$ cat src/hw/rtl/bls_pkg.sv
// ----------------------------------------------------------------------------
// bls_pkg
// Shared types, character codes and phase/status codes for the bracket
// literal scanner.
// ----------------------------------------------------------------------------
package bls_pkg;

  localparam int DEF_MAX_CODE_LEVELS = 15;
  localparam int DEF_MAX_PLAIN_DEPTH = 255;

  localparam logic [7:0] CH_LBR = 8'h5B;  // '['
  localparam logic [7:0] CH_RBR = 8'h5D;  // ']'
  localparam logic [7:0] CH_BSL = 8'h5C;  // backslash
  localparam logic [7:0] CH_HASH = 8'h23; // '#'
  localparam logic [7:0] CH_NL = 8'h0A;   // newline
  localparam logic [7:0] CH_TAB = 8'h09;
  localparam logic [7:0] CH_VT = 8'h0B;
  localparam logic [7:0] CH_FF = 8'h0C;
  localparam logic [7:0] CH_CR = 8'h0D;
  localparam logic [7:0] CH_SP = 8'h20;

  localparam logic [1:0] PH_IDLE = 2'd0;
  localparam logic [1:0] PH_PROBE = 2'd1;
  localparam logic [1:0] PH_BODY = 2'd2;

  localparam logic [1:0] ST_OK = 2'd0;
  localparam logic [1:0] ST_UNBALANCED = 2'd1;
  localparam logic [1:0] ST_OVERFLOW = 2'd2;

  typedef struct packed {
    logic [7:0] ch;
    logic       at_end;
  } in_item_t;

  typedef struct packed {
    logic [7:0] out_char;
    logic       closes;
    logic [1:0] status;
  } out_item_t;

  // fixed-width part of the scanner state
  typedef struct packed {
    logic [1:0] phase;
    logic       escaping;
    logic       in_comment;
  } flags_t;

endpackage

$ cat src/hw/rtl/bls_step.sv
// ----------------------------------------------------------------------------
// bls_step
// Next-state and result logic for one byte of the scanner.
// ----------------------------------------------------------------------------
module bls_step
  import bls_pkg::*;
#(
  parameter int MAX_CODE_LEVELS = DEF_MAX_CODE_LEVELS,
  parameter int MAX_PLAIN_DEPTH = DEF_MAX_PLAIN_DEPTH,
  localparam int CW = $clog2(MAX_CODE_LEVELS + 1),
  localparam int PW = $clog2(MAX_PLAIN_DEPTH + 1)
) (
  input  in_item_t        item,
  input  flags_t          flags,
  input  logic [CW-1:0]   code_levels,
  input  logic [PW-1:0]   plain_depth,
  output flags_t          flags_next,
  output logic [CW-1:0]   code_levels_next,
  output logic [PW-1:0]   plain_depth_next,
  output logic            res_valid,
  output out_item_t       res
);

  localparam logic [CW-1:0] CODE_MAX = CW'(MAX_CODE_LEVELS);
  localparam logic [PW-1:0] PLAIN_MAX = PW'(MAX_PLAIN_DEPTH);

  logic [7:0] ch;
  logic       blank;
  logic       do_plain;
  logic [PW-1:0] depth;
  logic [PW-1:0] depth_dec;
  logic       fail;
  logic [1:0] fail_status;
  logic       clear;

  assign ch = item.ch;
  assign blank = (ch == CH_SP) || (ch == CH_TAB) || (ch == CH_NL) || (ch == CH_VT)
              || (ch == CH_FF) || (ch == CH_CR);
  // a probed level that turns out plain starts at depth one
  assign depth = (flags.phase == PH_PROBE) ? PW'(1) : plain_depth;
  assign depth_dec = (depth != '0) ? depth - PW'(1) : '0;

  always_comb begin
    flags_next = flags;
    code_levels_next = code_levels;
    plain_depth_next = plain_depth;
    res_valid = 1'b0;
    res.out_char = ch;
    res.closes = 1'b0;
    res.status = ST_OK;
    do_plain = 1'b0;
    fail = 1'b0;
    fail_status = ST_OK;
    clear = 1'b0;

    if (item.at_end) begin
      if (flags.phase != PH_IDLE) begin
        fail = 1'b1;
        fail_status = ST_UNBALANCED;
      end
    end else begin
      unique case (flags.phase)
        PH_IDLE: begin
          if (ch == CH_LBR) begin
            clear = 1'b1;
            res_valid = 1'b1;
          end
        end
        PH_PROBE: begin
          if (blank) begin
            res_valid = 1'b1;
            if (ch == CH_NL) begin
              if (code_levels == CODE_MAX) begin
                fail = 1'b1;
                fail_status = ST_OVERFLOW;
              end else begin
                code_levels_next = code_levels + CW'(1);
                flags_next.phase = PH_BODY;
              end
            end
          end else begin
            flags_next.phase = PH_BODY;
            do_plain = 1'b1;
          end
        end
        PH_BODY: begin
          if (flags.escaping) begin
            if (ch != CH_BSL) flags_next.escaping = 1'b0;
            res_valid = 1'b1;
          end else if (plain_depth != '0) begin
            do_plain = 1'b1;
          end else if (flags.in_comment) begin
            if (ch == CH_NL) flags_next.in_comment = 1'b0;
            res_valid = 1'b1;
          end else if (ch == CH_BSL) begin
            flags_next.escaping = 1'b1;
          end else if (ch == CH_HASH) begin
            flags_next.in_comment = 1'b1;
            res_valid = 1'b1;
          end else if (ch == CH_LBR) begin
            flags_next.phase = PH_PROBE;
            res_valid = 1'b1;
          end else if (ch == CH_RBR) begin
            res_valid = 1'b1;
            if (code_levels <= CW'(1)) begin
              clear = 1'b1;
              res.closes = 1'b1;
            end else begin
              code_levels_next = code_levels - CW'(1);
            end
          end else begin
            res_valid = 1'b1;
          end
        end
        default: begin
        end
      endcase
    end

    // plain bracket counting, shared by the probe exit and plain bodies
    if (do_plain) begin
      plain_depth_next = depth;
      if (ch == CH_BSL) begin
        flags_next.escaping = 1'b1;
      end else if (ch == CH_LBR) begin
        res_valid = 1'b1;
        if (depth == PLAIN_MAX) begin
          fail = 1'b1;
          fail_status = ST_OVERFLOW;
        end else begin
          plain_depth_next = depth + PW'(1);
        end
      end else if (ch == CH_RBR) begin
        res_valid = 1'b1;
        plain_depth_next = depth_dec;
        if (depth_dec == '0 && code_levels == '0) begin
          clear = 1'b1;
          res.closes = 1'b1;
        end
      end else begin
        res_valid = 1'b1;
      end
    end

    if (clear || fail) begin
      flags_next.phase = PH_IDLE;
      flags_next.escaping = 1'b0;
      flags_next.in_comment = 1'b0;
      code_levels_next = '0;
      plain_depth_next = '0;
    end
    // opening bracket from idle starts probing after the clear
    if (!item.at_end && flags.phase == PH_IDLE && ch == CH_LBR) begin
      flags_next.phase = PH_PROBE;
    end
    if (fail) begin
      res_valid = 1'b1;
      res.out_char = '0;
      res.closes = 1'b0;
      res.status = fail_status;
    end
  end

endmodule

$ cat src/hw/rtl/bracket_literal_scanner.sv
// ----------------------------------------------------------------------------
// bracket_literal_scanner
// Scans a bracket-delimited literal one byte per item, passing characters
// through and reporting closure, imbalance and counter overflow.
// ----------------------------------------------------------------------------
// registers: each item is held in the input register, then its result loads into the
// result register when the step advances; a result not yet taken stalls the step
// throughput: one item per cycle while results are taken; the state update is a
// single step between the two registers
// reset (rst, synchronous): scanner returns to idle, both registers empty
module bracket_literal_scanner
  import bls_pkg::*;
#(
  parameter int MAX_CODE_LEVELS = DEF_MAX_CODE_LEVELS,
  parameter int MAX_PLAIN_DEPTH = DEF_MAX_PLAIN_DEPTH
) (
  input  logic      clk,
  input  logic      rst,
  input  logic      item_valid,
  output logic      item_ready,
  input  in_item_t  item,
  output logic      result_valid,
  input  logic      result_ready,
  output out_item_t result
);

  localparam int CW = $clog2(MAX_CODE_LEVELS + 1);
  localparam int PW = $clog2(MAX_PLAIN_DEPTH + 1);

  logic          in_full;
  in_item_t      in_buf;
  flags_t        flags;
  flags_t        flags_next;
  logic [CW-1:0] code_levels;
  logic [CW-1:0] code_levels_next;
  logic [PW-1:0] plain_depth;
  logic [PW-1:0] plain_depth_next;
  logic          step_valid;
  out_item_t     step_res;
  logic          advance;

  assign advance = in_full && (!result_valid || result_ready);
  assign item_ready = !in_full || advance;

  bls_step #(
    .MAX_CODE_LEVELS(MAX_CODE_LEVELS),
    .MAX_PLAIN_DEPTH(MAX_PLAIN_DEPTH)
  ) u_step (
    .item             (in_buf),
    .flags            (flags),
    .code_levels      (code_levels),
    .plain_depth      (plain_depth),
    .flags_next       (flags_next),
    .code_levels_next (code_levels_next),
    .plain_depth_next (plain_depth_next),
    .res_valid        (step_valid),
    .res              (step_res)
  );

  always_ff @(posedge clk) begin
    if (rst) begin
      in_full <= 1'b0;
      result_valid <= 1'b0;
      flags <= '{phase: PH_IDLE, escaping: 1'b0, in_comment: 1'b0};
      code_levels <= '0;
      plain_depth <= '0;
    end else begin
      if (item_valid && item_ready) begin
        in_full <= 1'b1;
      end else if (advance) begin
        in_full <= 1'b0;
      end
      if (advance) begin
        flags <= flags_next;
        code_levels <= code_levels_next;
        plain_depth <= plain_depth_next;
        result_valid <= step_valid;
      end else if (result_valid && result_ready) begin
        result_valid <= 1'b0;
      end
    end
  end

  always_ff @(posedge clk) begin
    if (item_valid && item_ready) in_buf <= item;
    if (advance && step_valid) result <= step_res;
  end

  a_close_ok: assert property (@(posedge clk) disable iff (rst)
    result_valid && result.closes |-> result.status == ST_OK)
    else $error("closing result carries an error status");

  a_err_zero: assert property (@(posedge clk) disable iff (rst)
    result_valid && result.status != ST_OK |-> result.out_char == 8'd0)
    else $error("error result carries a character");

  a_end_idle: assert property (@(posedge clk) disable iff (rst)
    advance && step_valid && (step_res.closes || step_res.status != ST_OK)
    |=> flags.phase == PH_IDLE && code_levels == '0 && plain_depth == '0)
    else $error("scanner not cleared after literal ended");

  a_depth_cap: assert property (@(posedge clk) disable iff (rst)
    plain_depth <= PW'(MAX_PLAIN_DEPTH) && code_levels <= CW'(MAX_CODE_LEVELS))
    else $error("counter beyond its limit");

endmodule
$ cat config.mk
export PLATFORM = sky130hd
export DESIGN_NAME = bracket_literal_scanner
export DESIGN_NICKNAME = d
export VERILOG_FILES = /design/src/hw/rtl/bls_pkg.sv /design/src/hw/rtl/bls_step.sv /design/src/hw/rtl/bracket_literal_scanner.sv
export SDC_FILE = /design/constraint.sdc
export NUM_CORES = 1
export LEC_CHECK = 0
export BUFFER_PORTS_ARGS = -buffer_cell sky130_fd_sc_hd__buf_2
export CAP_MARGIN = 20
export CELL_PAD_IN_SITES_DETAIL_PLACEMENT = 1
export CELL_PAD_IN_SITES_GLOBAL_PLACEMENT = 2
export CORE_MARGIN = 2
export CORE_UTILIZATION = 40
export CTS_BUF_LIST = sky130_fd_sc_hd__clkbuf_2 sky130_fd_sc_hd__clkbuf_4 sky130_fd_sc_hd__clkbuf_8
export DETAILED_ROUTE_END_ITERATION = 6
export PLACE_DENSITY = 0.85
export SLEW_MARGIN = 20
export SYNTH_ARGS = -nofsm -noshare
export SYNTH_HDL_FRONTEND = slang
export SYNTH_SLANG_ARGS = --single-unit
$ cat constraint.sdc
create_clock -name clk -period 9.6 [get_ports clk]
set_clock_uncertainty 0.05 [all_clocks]
set_input_delay 1.92 -clock clk [delete_from_list [all_inputs] [get_ports clk]]
set_output_delay 1.92 -clock clk [all_outputs]
set_load 0.01 [all_outputs]
==> impl_metrics.ini, run 1 <==
[worst_hold_path]
hold_depth = 2
worstHoldStart = result_valid
hold_path_class = reg -> reg
min_to = result_valid

[setup_path]
critical-path-top-delay-family = simple AND/OR/NAND/NOR gates
ff2ff_path_depth = 12
critPathLaunchType = input pin
r2r_slack_ns = 6.04
worst-setup-path-type = in -> out
r2r_start = flags[3]
critPathArrivalTime_ns = 2.49
end_kind = output port
rr_endpoint = plain_depth[5]
critPathMaxFanout = 4
crit_path_cell_trace = buf_2 > nor2b_1 > nand2_1 > buf_2
critPathBufInv = 2
crit_required_ns = 7.63
critPathMaxStageDelay_ns = 0.22
crit_slowest_cell = nor2b_1
cp_common_cell = buf_2

[clocking]
post_cts.repair.setup_buffers = 0
clock_latency_ns = 0.30
cts_tree = done
cts_num_sinks = 38
cts_resized = 0
path_clk_slew_ns = 0.08
clockBufferDepth = 2
cts_hold_buf = 0
cts_buffers = 5
htree_levels = 2
root_buffer = clkbuf_8

[routing]
drtIter0Drc = 90
ant_nets = 0
vias = 2322
viasPerCell = 6.14
first_pass_iters = 4
post_drt_wl_per_cell_um = 20.1
post-route-drc-count = 0
wl_um = 7600

[timing]
finalCriticalPeriod_ns = 4.46
final_hold_viol_count = 0
timing.fmax_mhz = 224
rsz0062_at_grt = false
tns_ns = 0
setup_viol = 0
fin_crit_sh_pct = 46.4
worst_pin_slew_ns = 0.889
maxSlewViolCount = 0
max-slew-margin-rel_pct = 40.1

[grt]
grt_pass1_vias = 2419
use_met1_pct = 27.7
grt-busiest-layer = met2
antenna_found_initial = 0
grtUsageTotal_pct = 22.3
grt_overflow = 0
grt_first_pass_wirelength_um = 12600
grt_max_degree = 18
grt_use_met3_pct = 3.24
use_met2_pct = 39.6

[layout]
syn_to_final_growth_pct = 12.2
postLayoutCellArea_mm2 = 0.00292
fill_cells = 753
antenna_cells = 0
fin_nets = 323
drive_gt1_share_pct = 17.3

[pwr]
pwr_density_cell_mw_per_mm2 = 123
leakage_nw = 1.05
peakVddDrop_uv = 53.0

[placed_design]
place_hpwl_um = 5630
io_buffers = 25
place_congestion = 0.890
placed_area_mm2 = 0.00278

[yosys]
synth.top_cell.area_share_pct = 23.1
ys_types = 72
ys_seq_area_share_pct = 36.9
synth-seq-cells = 38
yosysWarnings = 0
synthFlopType = edfxtp_1
syn_area_per_cell_um2 = 9.33
netlist_area_mm2 = 0.00260
async_flop_share_pct = 0
synthCells = 279
yosysTopAreaCell = edfxtp_1
synth_fp_nets = 302
synth.area.top_cells = edfxtp_1 23%, dfxtp_1 14%, ha_1 4.8%
synth_edf_count = 20

[floorplan]
rows = 29
core_area_mm2 = 0.00631
dieHeight_um = 84.7
fp.dieW_um = 84.7
initial_core_util_pct = 41.2
io_pins = 26
dieArea_mm2 = 0.00717

[run_status]
status = complete, no violations

[run]
max_cap_viol_count = 0
-- Yosys cell counts, types with 5 or more instances --
cell and number:
nor2_1 22, edfxtp_1 20, dfxtp_1 18, inv_1 15, nand2_1 15, clkbuf_1 11, a21oi_1 10, ha_1 10
and2_1 9, nor3_1 9, nand3_1 8, nand2b_1 7, nand4_1 7, o21ai_0 7, a22o_1 6, nor2b_1 6
a31oi_1 5, o211ai_1 5
-- how the worst max path moves through the flow --
stage | cells after the start | slack (ns) | to | startpoint
4_1_cts | 4 | 5.15 | item_ready | result_ready
2_1_floorplan | 2 | 5.40 | item_ready | result_ready
5_1_grt | 4 | 5.06 | item_ready | result_ready
3_3_place_gp | 4 | 5.17 | item_ready | result_ready
3_5_place_dp | 4 | 5.15 | item_ready | result_ready
6_report | 4 | 5.14 | item_ready | result_ready
-- flip-flops by register name (all words and copies together) (netlist names) --
| signal | count |
|---|---|
| code_levels | 4 |
| flags | 4 |
| in_buf | 9 |
| in_full | 1 |
| plain_depth | 8 |
| result | 11 |
| result_valid | 1 |
-- through the flow --
| stage | worst slack [ns] | hold WS (ns) | utilization [%] | power [mW] | instances |
|---|---|---|---|---|---|
| 2_1_floorplan | 5.40 | 0.436 | - | 0.187 | 279 |
| 3_3_place_gp | 5.17 | 0.453 | 44.0 | 0.192 | 369 |
| 3_5_place_dp | 5.15 | 0.483 | 44.0 | 0.193 | 369 |
| 4_1_cts | 5.15 | 0.501 | 46.1 | 0.362 | 377 |
| 5_1_grt | 5.06 | 0.530 | 46.3 | 0.370 | 378 |
| 6_report | 5.14 | 0.490 | 46.3 | 0.359 | 378 |
-- logic make-up after synthesis --
group                    count (synthesis)  synth area share, %
AND/OR/NAND/NOR                        120                 27.9
AO/OA/AOI/OAI                           75                 23.1
flip-flops                              38                 36.9
buffers and inverters                   28                 4.37
adder cells (fa/ha/maj)                 10                 4.81
XOR/XNOR                                 4                 1.35
multiplexers                             4                 1.59
-- layout make-up --
type,count,area (um^2),share of cell area [%]
Inverter,15,56.3,1.93
Sequential cell,38,961,32.9
Tap cell,77,96.3,3.30
Timing Repair Buffer,27,140,4.80
Clock inverter,3,68.8,2.36
Multi-Input combinational cell,213,1530,52.4
Clock buffer,5,68.8,2.36
-- power by group --
part	switching, mW	internal [mW]	leakage, nW
Sequential	0.00373	0.173	0.332
Clock	0.0650	0.104	0.0683
Combinational	0.00769	0.00487	0.644
Total	0.0764	0.282	1.05
-- routing by layer --
layer	part of all wire, %	up-vias
li1	-	1113
met1	44	1145
met2	50	46
met3	2.9	18
met4	2.5	0
met5	0	-
-- placed cells by master (no fill, tap or decap), types with 3 or more instances in the layout --
master / instances
buf_2: 25
nor2_1: 22
edfxtp_1: 20
dfxtp_1: 18
nand2_1: 15
inv_1: 15
a21oi_1: 10
ha_1: 10
and2_1: 9
nor3_1: 9
nand3_1: 8
nand2b_1: 7
nand4_1: 7
o21ai_0: 7
nor2b_1: 6
a22o_1: 6
o211ai_1: 5
a31oi_1: 5
clkbuf_8: 5
and3_1: 4
and4_1: 4
a211oi_1: 4
xnor2_1: 4
or4_4: 3
o21a_1: 3
or2_2: 3
nor4_1: 3
o21ai_1: 3
mux2i_1: 3
a32o_1: 3
a31o_1: 3
-- worst reg2reg max path, stage by stage (launching register included) --
cell and delay [ns]:
dfxtp_1 0.38, inv_1 0.09, ha_1 0.18, buf_4 0.20
or2_2 0.34, inv_1 0.10, ha_1 0.35, nor2b_1 0.09
a211oi_1 0.34, a211oi_1 0.16, o21ai_0 0.72, o211ai_1 0.16
a32o_1 0.29
No activity file was read; power rests on OpenSTA's default activity.
==> run 2: changes to the inputs <==
--- a/config.mk
+++ b/config.mk
@@ -5,15 +5,16 @@
 export SDC_FILE = /design/constraint.sdc
 export NUM_CORES = 1
 export LEC_CHECK = 0
+export ABC_AREA = 1
 export BUFFER_PORTS_ARGS = -buffer_cell sky130_fd_sc_hd__buf_2
 export CAP_MARGIN = 20
 export CELL_PAD_IN_SITES_DETAIL_PLACEMENT = 1
 export CELL_PAD_IN_SITES_GLOBAL_PLACEMENT = 2
 export CORE_MARGIN = 2
-export CORE_UTILIZATION = 40
+export CORE_UTILIZATION = 36
 export CTS_BUF_LIST = sky130_fd_sc_hd__clkbuf_2 sky130_fd_sc_hd__clkbuf_4 sky130_fd_sc_hd__clkbuf_8
 export DETAILED_ROUTE_END_ITERATION = 6
-export PLACE_DENSITY = 0.85
+export PLACE_DENSITY = 0.82
 export SLEW_MARGIN = 20
 export SYNTH_ARGS = -nofsm -noshare
 export SYNTH_HDL_FRONTEND = slang
==> constraint.sdc (replaced) <==
create_clock -name clk -period 4.1 [get_ports clk]
set_clock_uncertainty 0.05 [all_clocks]
set_input_delay 0.82 -clock clk [delete_from_list [all_inputs] [get_ports clk]]
set_output_delay 0.82 -clock clk [all_outputs]
set_load 0.01 [all_outputs]
==> run 2 against run 1 <==
Flip-flop and latch count unchanged. Via count up 9.9%. Worst setup slack worse by 4.6 ns. Final cell count up 34%. First-iteration DRC count up 50%. Wire length up 2.3%. Highest routed layer unchanged.
==> impl_metrics.ini, run 2 <==
[placed_design]
io_buffers = 25
place_hpwl_um = 6340
place_congestion = 0.881

[yosys]
ys_seq_area_share_pct = 33.7
synthCells = 376
synthFlopType = edfxtp_1
netlist_area_mm2 = 0.00285
syn_area_per_cell_um2 = 7.59
synth.area.top_cells = edfxtp_1 21%, dfxtp_1 13%, nand2_1 8.9%
synth_fp_nets = 399
synth-seq-cells = 38
synth_common_cells = 68 x nand2_1, 51 x nor2_1, 45 x inv_1, 24 x o21ai_0, 23 x nand3_1
synth.top_cell.area_share_pct = 21.0
yosysTopAreaCell = edfxtp_1
yosysMostFrequentCell = nand2_1
synth_edf_count = 20
async_flop_share_pct = 0
yosysWarnings = 0
ys_types = 41

[clocking]
clock_latency_ns = 0.30
post_cts.repair.setup_buffers = 0
clockBufferDepth = 2
cts_resized = 0
cts_buffers = 5
path_clk_slew_ns = 0.08
cts_tree = done
root_buffer = clkbuf_8
cts_num_sinks = 38
htree_levels = 2
cts_hold_buf = 0

[timing]
worst_pin_slew_ns = 0.716
final_hold_viol_count = 0
timing.fmax_mhz = 281
max-slew-margin-rel_pct = 52.2
rsz0062_at_grt = false
finalCriticalPeriod_ns = 3.56
tns_ns = 0
fin_crit_sh_pct = 86.9
setup_viol = 0
maxSlewViolCount = 0

[setup_path]
crit_required_ns = 4.23
crit_slowest_cell = ha_1
critPathLaunchType = register
critical-path-top-delay-family = simple AND/OR/NAND/NOR gates
critPathBufInv = 2
end_kind = register
critPathMaxFanout = 12
worst-setup-path-type = reg -> reg
crit_path_cell_trace = inv_1 > ha_1 > nor2_1 > ha_1 > inv_1 > nor3_4 > nand4_4 > nor2_2 > nand3_2 > nand3b_2 > nor3_4 > nand2_2 > nand2_2 > nor2_4 > a22oi_1 > nor2_1
critPathArrivalTime_ns = 3.70
critPathMaxStageDelay_ns = 0.63

[routing]
ant_nets = 0
post-route-drc-count = 0
vias = 2551
post_drt_wl_per_cell_um = 15.4
first_pass_iters = 5
wl_um = 7770
viasPerCell = 5.05
drtIter0Drc = 135

[layout]
largest_reg_flops = 11
drive_gt1_share_pct = 19.9
syn_to_final_growth_pct = 10.2
layout_common_cells = 68 x nand2_1, 51 x nor2_1, 45 x inv_1, 25 x buf_2, 24 x o21ai_0
largestRegisters = result: 11 flops, in_buf: 9 flops, plain_depth: 8 flops
final_common_cell = nand2_1
fin_nets = 425
antenna_cells = 0
final_util_pct = 40.9
top_register = result

[floorplan]
initial_core_util_pct = 37.1
core_area_mm2 = 0.00769
dieArea_mm2 = 0.00866
fp.dieW_um = 93.0
dieHeight_um = 93.0
rows = 32
io_pins = 26

[pwr]
pwr-share-comb_pct = 4.9
clockPowerShare_pct = 36.4
switching_share_pct = 22.9
power.switching_mw = 0.161
leakage_nw = 1.44
total_power_mw = 0.703
intPower_mw = 0.542
pwr_density_cell_mw_per_mm2 = 224
sequentialPowerShare_pct = 58.7
peakVddDrop_uv = 105

[worst_hold_path]
hold_path_class = reg -> reg

[run_status]
status = complete, no violations

[grt]
grt_overflow = 0
antenna_found_initial = 0
grt_max_degree = 13
grtUsageTotal_pct = 19.3
grt_first_pass_wirelength_um = 13000
grt_pass1_vias = 2497

[run]
max_cap_viol_count = 0
==> run 2: final timing paths <==
path | slack [ns] | end | depth (start not counted) | from
setup / recovery | 0.54 | plain_depth[3] | 16 | flags[3]
hold / removal | 0.48 | result_valid | 2 | result_valid
setup reg to reg | 0.54 | plain_depth[3] | 16 | flags[3]
hold reg to reg | 0.48 | result_valid | 2 | result_valid
==> run 2: cell families (layout without fill, tap and decap cells) <==
kind of cell | Yosys count | count (layout) | synth area share (%)
AND/OR/NAND/NOR | 198 | 198 | 37.7
buffers and inverters | 61 | 88 | 9.29
AO/OA/AOI/OAI | 60 | 60 | 12.1
flip-flops | 38 | 38 | 33.7
adder cells (fa/ha/maj) | 10 | 10 | 4.38
XOR/XNOR | 9 | 9 | 2.76
==> run 2: worst register-to-register path, delay by kind of cell, from the launching register on <==
kind / cells / cell delay (ns)
buffers and inverters: 2 / 0.22
adder cells (fa/ha/maj): 2 / 0.87
AO/OA/AOI/OAI: 1 / 0.16
flip-flops: 1 / 0.33
AND/OR/NAND/NOR: 11 / 1.81
==> run 2: layout make-up <==
class / instances / area (um^2)
Sequential cell: 38 / 961
Tap cell: 102 / 128
Timing Repair Buffer: 25 / 125
Clock inverter: 2 / 8.76
Inverter: 55 / 219
Clock buffer: 6 / 76.3
Fill cell: 991 / 4540
Multi-Input combinational cell: 277 / 1630
==> run 2: power by group through the flow <==
stage / clock (mW) / sequential (mW) / combinational [mW]
global placement: 0 / 0.421 / 0.0345
finish: 0.256 / 0.413 / 0.0344
detailed placement: 0 / 0.421 / 0.0346
floorplan: 0 / 0.418 / 0.0233
CTS: 0.264 / 0.413 / 0.0347
global route: 0.279 / 0.414 / 0.0395
==> run 2: stage by stage <==
step                cells  cell area (um^2)  setup WS, ns  hold slack (ns)
floorplan             376              2850          1.33            0.439
global placement      497              3060         0.659            0.456
detailed placement    497              3060         0.510            0.473
CTS                   505              3150         0.496            0.484
global route          505              3150         0.123            0.506
finish                505              3150         0.536            0.477
==> run 2: layer usage <==
metal	share of wire, %	routed length, um	GRT usage (%)
met5	0	0	0
met4	1.8	141	6.74
met3	2.0	157	2.90
met2	43	3370	29.3
met1	53	4100	27.8
